`src/design/dqs_pkg.sv`:
```
package dqs_pkg;

    // Request codes
    typedef enum logic [2:0] {
        CMD_PUSH_FRONT = 3'd0,
        CMD_PUSH_BACK  = 3'd1,
        CMD_POP_FRONT  = 3'd2,
        CMD_POP_BACK   = 3'd3,
        CMD_SEARCH     = 3'd4
    } command_t;

    // Result status codes
    typedef enum logic [1:0] {
        ST_DONE  = 2'd0,
        ST_FULL  = 2'd1,
        ST_EMPTY = 2'd2
    } status_t;

    // Controller states
    typedef enum logic {
        S_IDLE,
        S_SCAN
    } state_t;

    // Fixed widths of the result fields
    localparam int unsigned POS_W   = 4;
    localparam int unsigned COUNT_W = 5;

    // Controller to datapath
    typedef struct packed {
        logic    push_front;
        logic    push_back;
        logic    pop_front;
        logic    pop_back;
        logic    load_key;
        logic    scan;
        logic    report;
        logic    found;
        status_t res_status;
    } dqs_cmd_t;

    // Datapath to controller
    typedef struct packed {
        logic full;
        logic empty;
        logic hit;
        logic last;
    } dqs_stat_t;

endpackage

```
`src/design/dqs_ctrl.sv`:
```
module dqs_ctrl
    import dqs_pkg::*;
(
    input  logic      clk,
    input  logic      rst_n,
    input  logic      start,
    input  logic [2:0] command,
    input  dqs_stat_t stat,
    output dqs_cmd_t  cmd,
    output logic      busy
);

    state_t state_reg;
    state_t state_next;

    // State register
    always_ff @(posedge clk or negedge rst_n)
    begin
        if (!rst_n)
        begin
            state_reg <= S_IDLE;
        end
        else
        begin
            state_reg <= state_next;
        end
    end

    // Next state
    always_comb
    begin
        state_next = state_reg;
        case (state_reg)
            S_IDLE:
            begin
                if (start && command == CMD_SEARCH && !stat.empty)
                begin
                    state_next = S_SCAN;
                end
            end
            S_SCAN:
            begin
                if (stat.hit || stat.last)
                begin
                    state_next = S_IDLE;
                end
            end
            default:
            begin
                state_next = S_IDLE;
            end
        endcase
    end

    // Datapath commands
    always_comb
    begin
        cmd            = '0;
        cmd.res_status = ST_DONE;
        busy           = 1'b0;
        case (state_reg)
            S_IDLE:
            begin
                if (start)
                begin
                    case (command)
                        CMD_PUSH_FRONT:
                        begin
                            cmd.report = 1'b1;
                            if (stat.full)
                            begin
                                cmd.res_status = ST_FULL;
                            end
                            else
                            begin
                                cmd.push_front = 1'b1;
                            end
                        end
                        CMD_PUSH_BACK:
                        begin
                            cmd.report = 1'b1;
                            if (stat.full)
                            begin
                                cmd.res_status = ST_FULL;
                            end
                            else
                            begin
                                cmd.push_back = 1'b1;
                            end
                        end
                        CMD_POP_FRONT:
                        begin
                            cmd.report = 1'b1;
                            if (stat.empty)
                            begin
                                cmd.res_status = ST_EMPTY;
                            end
                            else
                            begin
                                cmd.pop_front = 1'b1;
                            end
                        end
                        CMD_POP_BACK:
                        begin
                            cmd.report = 1'b1;
                            if (stat.empty)
                            begin
                                cmd.res_status = ST_EMPTY;
                            end
                            else
                            begin
                                cmd.pop_back = 1'b1;
                            end
                        end
                        CMD_SEARCH:
                        begin
                            // nothing to scan on an empty store
                            if (stat.empty)
                            begin
                                cmd.report = 1'b1;
                            end
                            else
                            begin
                                cmd.load_key = 1'b1;
                            end
                        end
                        default:
                        begin
                            // unused codes: report unchanged state
                            cmd.report = 1'b1;
                        end
                    endcase
                end
            end
            S_SCAN:
            begin
                busy     = 1'b1;
                cmd.scan = 1'b1;
                if (stat.hit)
                begin
                    cmd.report = 1'b1;
                    cmd.found  = 1'b1;
                end
                else if (stat.last)
                begin
                    cmd.report = 1'b1;
                end
            end
            default:
            begin
                busy = 1'b0;
            end
        endcase
    end

endmodule

```
`src/design/dqs_datapath.sv`:
```
module dqs_datapath
    import dqs_pkg::*;
#(
    parameter int unsigned DEPTH = 16
)
(
    input  logic                 clk,
    input  logic                 rst_n,
    input  dqs_cmd_t             cmd,
    input  logic signed [31:0]   value,
    output dqs_stat_t            stat,
    output logic                 done,
    output logic [1:0]           status,
    output logic                 found,
    output logic [POS_W-1:0]     position,
    output logic [COUNT_W-1:0]   count,
    output logic                 is_empty
);

    localparam int unsigned PTR_W = (DEPTH > 1) ? $clog2(DEPTH) : 1;
    localparam int unsigned CNT_W = $clog2(DEPTH + 1);
    localparam int unsigned SUM_W = PTR_W + 1;

    // Ring storage
    logic signed [31:0] mem [DEPTH];

    logic [PTR_W-1:0]   head_reg;
    logic [PTR_W-1:0]   head_next;
    logic [CNT_W-1:0]   count_reg;
    logic [CNT_W-1:0]   count_next;
    logic signed [31:0] key_reg;
    logic [PTR_W-1:0]   scan_slot_reg;
    logic [PTR_W-1:0]   cmp_idx_reg;
    logic signed [31:0] rd_data_reg;

    logic               done_reg;
    status_t            status_reg;
    logic               found_reg;
    logic [POS_W-1:0]   position_reg;
    logic [COUNT_W-1:0] count_out_reg;
    logic               is_empty_reg;

    logic [PTR_W-1:0]   head_inc;
    logic [PTR_W-1:0]   head_dec;
    logic [PTR_W-1:0]   scan_inc;
    logic [SUM_W-1:0]   back_sum;
    logic [PTR_W-1:0]   back_slot;
    logic               wr_en;
    logic [PTR_W-1:0]   wr_addr;
    logic [PTR_W-1:0]   rd_addr;

    // Ring pointer arithmetic
    assign head_inc = (head_reg == PTR_W'(DEPTH - 1)) ? '0 : head_reg + PTR_W'(1);
    assign head_dec = (head_reg == '0) ? PTR_W'(DEPTH - 1) : head_reg - PTR_W'(1);
    assign scan_inc = (scan_slot_reg == PTR_W'(DEPTH - 1)) ?
                      '0 : scan_slot_reg + PTR_W'(1);
    assign back_sum  = SUM_W'(head_reg) + SUM_W'(count_reg);
    assign back_slot = (back_sum >= SUM_W'(DEPTH)) ?
                       PTR_W'(back_sum - SUM_W'(DEPTH)) : PTR_W'(back_sum);

    // Status to controller
    assign stat.full  = (count_reg == CNT_W'(DEPTH));
    assign stat.empty = (count_reg == '0);
    assign stat.hit   = (rd_data_reg == key_reg);
    assign stat.last  = ((CNT_W'(cmp_idx_reg) + CNT_W'(1)) == count_reg);

    // Write port and read address
    assign wr_en   = cmd.push_front || cmd.push_back;
    assign wr_addr = cmd.push_front ? head_dec : back_slot;
    assign rd_addr = cmd.scan ? scan_slot_reg : head_reg;

    // Head and count update
    always_comb
    begin
        head_next  = head_reg;
        count_next = count_reg;
        if (cmd.push_front)
        begin
            head_next  = head_dec;
            count_next = count_reg + CNT_W'(1);
        end
        else if (cmd.push_back)
        begin
            count_next = count_reg + CNT_W'(1);
        end
        else if (cmd.pop_front)
        begin
            head_next  = head_inc;
            count_next = count_reg - CNT_W'(1);
        end
        else if (cmd.pop_back)
        begin
            count_next = count_reg - CNT_W'(1);
        end
    end

    // Memory: one write, one registered read
    always_ff @(posedge clk)
    begin
        if (wr_en)
        begin
            mem[wr_addr] <= value;
        end
        rd_data_reg <= mem[rd_addr];
    end

    // Queue state and result strobe
    always_ff @(posedge clk or negedge rst_n)
    begin
        if (!rst_n)
        begin
            head_reg  <= '0;
            count_reg <= '0;
            done_reg  <= 1'b0;
        end
        else
        begin
            head_reg  <= head_next;
            count_reg <= count_next;
            done_reg  <= cmd.report;
        end
    end

    // Search key and scan pointers
    always_ff @(posedge clk)
    begin
        if (cmd.load_key)
        begin
            key_reg       <= value;
            scan_slot_reg <= head_inc;
            cmp_idx_reg   <= '0;
        end
        else if (cmd.scan)
        begin
            scan_slot_reg <= scan_inc;
            cmp_idx_reg   <= cmp_idx_reg + PTR_W'(1);
        end
    end

    // Result fields
    always_ff @(posedge clk)
    begin
        if (cmd.report)
        begin
            status_reg    <= cmd.res_status;
            found_reg     <= cmd.found;
            position_reg  <= cmd.found ? POS_W'(cmp_idx_reg) : '0;
            count_out_reg <= COUNT_W'(count_next);
            is_empty_reg  <= (count_next == '0);
        end
    end

    assign done     = done_reg;
    assign status   = status_reg;
    assign found    = found_reg;
    assign position = position_reg;
    assign count    = count_out_reg;
    assign is_empty = is_empty_reg;

endmodule

```
`src/design/double_ended_queue_with_search_core.sv`:
```
// Channel   Direction  Handshake        Payload
// request   in         start, busy      command, value
// result    out        done (strobe)    status, found, position, count, is_empty
//
// A request is taken when start is high and busy is low.
// Push, pop and unused codes: result strobe in the cycle after the request;
// another request may be taken in that same cycle, one per clock.
// Search: one entry a cycle through the single read port of the ring memory;
// busy stays high while entries are compared; result in the cycle after the hit or last entry.
// Reset clears head, count, strobe and controller; storage is not cleared.
// The result strobe lasts one cycle; the receiver cannot stall it.
module double_ended_queue_with_search_core
    import dqs_pkg::*;
#(
    parameter int unsigned DEPTH = 16
)
(
    input  logic                 clk,
    input  logic                 rst_n,
    input  logic                 start,
    output logic                 busy,
    input  logic [2:0]           command,
    input  logic signed [31:0]   value,
    output logic                 done,
    output logic [1:0]           status,
    output logic                 found,
    output logic [POS_W-1:0]     position,
    output logic [COUNT_W-1:0]   count,
    output logic                 is_empty
);

    dqs_cmd_t  cmd;
    dqs_stat_t stat;

    // Controller
    dqs_ctrl u_ctrl (
        .clk     (clk),
        .rst_n   (rst_n),
        .start   (start),
        .command (command),
        .stat    (stat),
        .cmd     (cmd),
        .busy    (busy)
    );

    // Datapath
    dqs_datapath #(
        .DEPTH (DEPTH)
    ) u_datapath (
        .clk      (clk),
        .rst_n    (rst_n),
        .cmd      (cmd),
        .value    (value),
        .stat     (stat),
        .done     (done),
        .status   (status),
        .found    (found),
        .position (position),
        .count    (count),
        .is_empty (is_empty)
    );

endmodule
```
`config.mk`:
```
export PLATFORM = sky130hd
export DESIGN_NAME = double_ended_queue_with_search_core
export DESIGN_NICKNAME = d
export VERILOG_FILES = /design/src/design/dqs_pkg.sv /design/src/design/dqs_ctrl.sv /design/src/design/dqs_datapath.sv /design/src/design/double_ended_queue_with_search_core.sv
export SDC_FILE = /design/constraint.sdc
export NUM_CORES = 1
export LEC_CHECK = 0
export ABC_AREA = 1
export ABC_CLOCK_PERIOD_IN_PS = 8100
export BUFFER_PORTS_ARGS = -buffer_cell sky130_fd_sc_hd__buf_2
export CORE_MARGIN = 4
export CORE_UTILIZATION = 28
export DETAILED_ROUTE_END_ITERATION = 7
export GPL_TIMING_DRIVEN = 1
export PLACE_DENSITY = 0.44
export SLEW_MARGIN = 0
export SYNTH_ARGS = -nofsm -noshare
export SYNTH_HDL_FRONTEND = slang
export SYNTH_SLANG_ARGS = --single-unit
```
`constraint.sdc`:
```
create_clock -name clk -period 8.1 [get_ports clk]
set_input_delay 0.405 -clock clk [delete_from_list [all_inputs] [get_ports clk]]
set_output_delay 0.405 -clock clk [all_outputs]
set_load 0.01 [all_outputs]
```
; Yosys cells after proc, flatten, opt, wreduce, memory -nomap -nowiden
; Memories as Yosys holds them, arrays and structs flattened. A register that Yosys moved wholly into a read port is not among the register bits.
; Cells that the tools add are included.
[word_totals]
regBits = 64
mem_bits_rw = 512
input_bits = 38
output_inout_bits = 15
elab_cells = 91
memories = 1
[mem_list]
columns = memory, depth, word_bits, rd, rd_clocked_by_memory_dff, wr, line_no
row1 = u_datapath.mem, 16, 32, 1, 1, 1, dqs_datapath.sv:25  ; logic signed [31:0] mem [DEPTH];
[classes]
n_addsub = 9
order_cmp = 1
eq_ne = 10
mux = 41
n_bitwise = 2
n_reduce_logical = 15
[ops]
columns = op, count
row1 = 4-bit 2-to-1 mux, 11
row2 = 32-bit == test, 1
row3 = 5-bit 2-to-1 mux, 6
row4 = 1-bit 2-to-1 mux, 20
row5 = 4-bit by 1-bit adder with 4-bit output (second input constant), 3
row6 = 5-bit zero test, 2
row7 = 4-bit == test (second input constant), 2
row8 = 4-bit by 1-bit subtractor with 4-bit output (second input constant), 2
row9 = 3-bit by 2-bit == test with 1-bit output (second input constant), 2
row10 = 2-bit OR reduction, 3
row11 = 4-bit by 1-bit adder with 5-bit output (second input constant), 1
row12 = 4-bit by 5-bit adder with 5-bit output, 1
row13 = 5-bit by 1-bit adder with 5-bit output (second input constant), 1
row14 = 5-bit == test, 1
row15 = 5-bit == test (second input constant), 1
row16 = 5-bit >= comparator (second input constant), 1
row17 = 5-bit by 1-bit subtractor with 5-bit output (second input constant), 1
row18 = 4-bit zero test, 1
row19 = 1-bit one-hot mux with 2 select lines, 2
row20 = 2-bit one-hot mux with 2 select lines, 1
row21 = 2-bit nonzero test, 2
row22 = 3-bit by 1-bit == test with 1-bit output (second input constant), 1
row23 = 3-bit == test (second input constant), 1
row24 = 3-bit zero test, 1
row25 = other kinds (7), 10

; Longest topological paths before layout
[logic_depth]
word_depth = 10
mapped_depth = 11
mapped_depth_nobuf = 11

; By module
; From an unflattened synthesis, not the netlist that was laid out.
[unflattened]
cells_unflattened = 2482
area_unflattened_um2 = 26504.2
[by_module_without_submodules]
columns = module, n_inst, cells_per_inst, area_each_um2, seq_area_each_um2
row1 = dqs_datapath, 1, 2449, 26327.8, 17817.1
row2 = dqs_ctrl, 1, 33, 176.4, 25.0

; Worst setup path before layout
; No wires, ideal clock.
[synth_path]
path_kind = register -> register
start = register u_datapath.count_reg[1]
end = memory u_datapath.mem[0][0] (enable)
setup_ps = 421
t_arrival_ps = 2888
required_time_ps = 7679
path_slack_ps = 4791
stages_incl_launch_ff = 12
path_buffers = 0
synth_period_minus_slack_ps = 3309
path_cell_list = dfrtp_1 -> inv_1 -> ha_1 -> nand3_1 -> nand2_2 -> nor2_4 -> inv_2 -> nand2_1 -> nand2_1 -> inv_2 -> nand2_1 -> nor2_1
[synth_between]
elab_chain_cells = 8
word_cells_on_any_way = 14
cone_classes = add/sub (2) / order compare (1) / eq/ne (1) / mux (9) / reduce/logical (1)
[synth_rtl]
columns = element, line_no
row1 = from (decl), dqs_datapath.sv:29  ; logic [CNT_W-1:0] count_reg;
row2 = from (signal assigned), dqs_datapath.sv:119  ; count_reg <= count_next;
row3 = "parallel branches: the longest is 8 deep, another holds 4-bit by 5-bit adder with 5-bit output", -
row4 = to (decl), dqs_datapath.sv:25
; Parallel ways; which one is timed is not known.

; Worst setup path in the final report
[layout_path]
start = register u_ctrl.state_reg
end = register u_datapath.rd_data_reg[8], read port of u_datapath.mem
[layout_between]
elab_chain_cells = 2
[layout_rtl]
columns = element, line_no
row1 = from (decl), dqs_ctrl.sv:13  ; state_t state_reg;
row2 = from (signal assigned), dqs_ctrl.sv:25  ; state_reg <= state_next;
row3 = 1-bit 2-to-1 mux, dqs_ctrl.sv:61  ; case (state_reg)
row4 = 4-bit 2-to-1 mux, dqs_datapath.sv:70  ; assign rd_addr = cmd.scan ? scan_slot_reg : head_reg;
row5 = to (decl), dqs_datapath.sv:34  ; logic signed [31:0] rd_data_reg;
; Every way passes these cells.
; A chain may end at the register's enable or synchronous reset.

==> metrics <==
Post-synth ARST share 1.809%; met2 Resource Use GR 23.78%; crit path launch type flop; Port Buffers 52; antenna violations before repair 4; Period minus WS final 4253 ps; fmax 0.2351 GHz; most common cell after layout, fill and taps aside edfxtp_1; DRC Markers 0; hpwl dp 36,170 microns; TritonRoute pass-1 iters 5; Slew @ Worst Pin 1153 ps; Overall Global Routing Usage 14.41%; worst reg2reg setup slack 3850 ps; top-area cell type share of the netlist area 67.31%; crit share post-route 52.51%; most frequent cells in the layout edfxtp_1 (561), nand2_1 (318), o211ai_1 (247); Post-synth top flop edfxtp_1; GR Layer Usage met1 19.32%; Worst path slowest cell dfrtp_1; slew margin rel. 23.16%; met3 Track Usage GR 2.679%; Detailed Route Iter0 Violations 1,218; TritonCTS buffer count 71; element type at the critical path end flop; Mapped Cells 2,031; wire per inst 20.74 microns; fill count 8,696; Final Hold Viols 0; die width 307.0 microns; Crit Path Category flop to flop; GR peak layer met2; Final Net Count 2,120; antenna diode count 0; status complete, no violations; VDD IR max 0.2985 mV; EDFF count, synth 561; IO Count 53; pin count of the biggest net entering global routing 143; Reg2Reg Depth 9; Die Footprint 0.09423 sq mm; worst hold path type input pin to flop; end point of the critical path u_datapath.rd_data_reg[8]; Synth Warn # 0; Worst Hold Launch value[21]; layout cells sized above 1 10.70%; crit path max fanout 142; row cnt 109; core area 0.08851 sq mm; H-tree Lvls 3; TritonCTS clock tree built; clock sink count 608; final core utilization 32.77%; RSZ-0062 raised after global routing false; Worst R2R End u_datapath.rd_data_reg[8]; routed vias/inst 4.745; Synth Area per Inst 12.32 sq um; CTS root buf clkbuf_16; first-pass GRT wire length 102,000 microns; Cell Area, Synth 0.02503 sq mm; Final ANT Viol Nets 0; Final setup viols 0; Worst EP required 8610 ps; library cells used by synthesis 36; Resize count post-CTS 0; Leak 10.16 nW; aggregate global routing overflow 0; clock slew at reported path FFs 60 ps; Final Skew 15.38 ps; # Post-CTS Setup Buffers 0; Seq cells post-synth 608; Critical Path AT 4760 ps; max-cap violations 0; Cell Chain, Critical Path nand2_4 -> nand2_8 -> buf_4 -> buf_4 -> nand2_1 -> o211ai_1 -> o211ai_1 -> nand3_1 -> nand2_1; Setup TNS 0 ps; CP max stage delay 780 ps; Post-Syn Nets 2,080; sequential-to-total area share from yosys stat 71.29%; area grow syn2layout 15.88%; fin. max-slew vios 0; Largest register FFs 512; Power Dens Cells 389.4 mW/mm^2; Area contributors post-synth edfxtp_1 (67%), o211ai_1 (7.4%), nand2_1 (4.8%), inv_1 (3.6%), dfxtp_1 (2.9%); vias in the first global route 15,450; Worst-Skew Late Latency 610 ps; reg2reg start u_ctrl.state_reg; dominant cell type by area after synthesis edfxtp_1; Initial Util 28.27%; Routed WL 68,350 microns; Final Wtd Congestion 0.7756; Die Span Y 307.0 microns; critical path startpoint u_ctrl.state_reg; via count 15,630; Longest Clk Path Bufs 3
[worst max-delay path, delay by kind of cell (launching register included)]
| family | cells | cell delay, ps |
|---|---|---|
| flip-flops | 1 | 780 |
| AO/OA/AOI/OAI | 2 | 220 |
| AND/OR/NAND/NOR | 5 | 1560 |
| buffers and inverters | 2 | 1280 |
[Yosys cell counts (2+ instances only)]
master	number
nand2_1	319
o21ai_2	2
inv_2	5
buf_4	6
buf_6	2
clkbuf_2	2
a31oi_1	3
o31ai_1	2
dfrtp_1	11
buf_2	59
o211ai_1	247
nor2_2	2
o22ai_1	2
dfxtp_1	36
inv_1	239
nand4_1	4
edfxtp_1	561
nor2_1	63
o21ai_1	35
clkbuf_1	46
a21oi_1	106
a22oi_1	2
buf_1	2
xor2_1	7
xnor2_1	24
and2_1	3
nand3_1	137
ha_1	10
o21ai_0	80
nor3_1	5
nand2_2	4
[worst min path at each step]
stage	endpoint	slack [ps]	cells after the start
after floorplan	u_ctrl.state_reg	110	0
after global placement	u_datapath.done	300	1
after detailed placement	u_datapath.done	310	1
after CTS	u_datapath.mem[11][21]	140	1
after global routing	u_datapath.key_reg[6]	160	1
final	u_datapath.mem[11][21]	180	1
[metrics by stage]
stage | hold WS, ps | cell area [sq um] | std cells | total power [mW] | worst slack [ps]
after detailed placement | 309.3 | 26610 | 3162 | 8.192 | 3966
after floorplan | 109.4 | 25030 | 2031 | 6.824 | 4791
after global routing | 156.8 | 29000 | 3295 | 12.03 | 3517
final | 178.5 | 29000 | 3295 | 11.29 | 3847
after CTS | 139.9 | 29000 | 3295 | 11.46 | 3958
after global placement | 299.4 | 26610 | 3162 | 8.161 | 4025
[per-layer routing]
layer | vias up | share of wire (%)
li1 | 7403 | -
met1 | 7737 | 46
met2 | 368 | 47
met3 | 120 | 4.7
met4 | 6 | 2.7
met5 | - | 0.056
[repair_timing]
action,in CTS,in global routing
endpoints found under the hold margin,11,0
endpoints found under the setup margin,0,0
hold buffers,1,0
[cell type report]
type | instances | area (sq um) | area share [%]
Inverter | 244 | 920.9 | 3.175
Multi-Input combinational cell | 1062 | 5897 | 20.33
Timing Repair Buffer | 84 | 503.0 | 1.734
Clock buffer | 98 | 2001 | 6.898
Sequential cell | 608 | 17840 | 61.52
Clock inverter | 34 | 380.4 | 1.312
Tap cell | 1165 | 1458 | 5.026
[power by group]
| part | switching, mW | internal (mW) | leakage [nW] | total [mW] |
|---|---|---|---|---|
| Combinational | 2.95 | 1.18 | 3.49 | 4.13 |
| Sequential | 0.191 | 3.75 | 5.49 | 3.94 |
| Clock | 1.28 | 1.93 | 1.17 | 3.22 |
[logic make-up (layout without fill, tap and decap cells)]
family / Yosys count / count (layout) / synth area share (%)
xor+xnor: 31 / 31 / 1.085
compound gates: 479 / 479 / 12.14
simple gates: 541 / 541 / 9.029
buf+inv: 361 / 460 / 5.869
flops: 608 / 608 / 71.29
fa+ha+maj: 11 / 11 / 0.5799
Power figures use the tool's default switching activity.
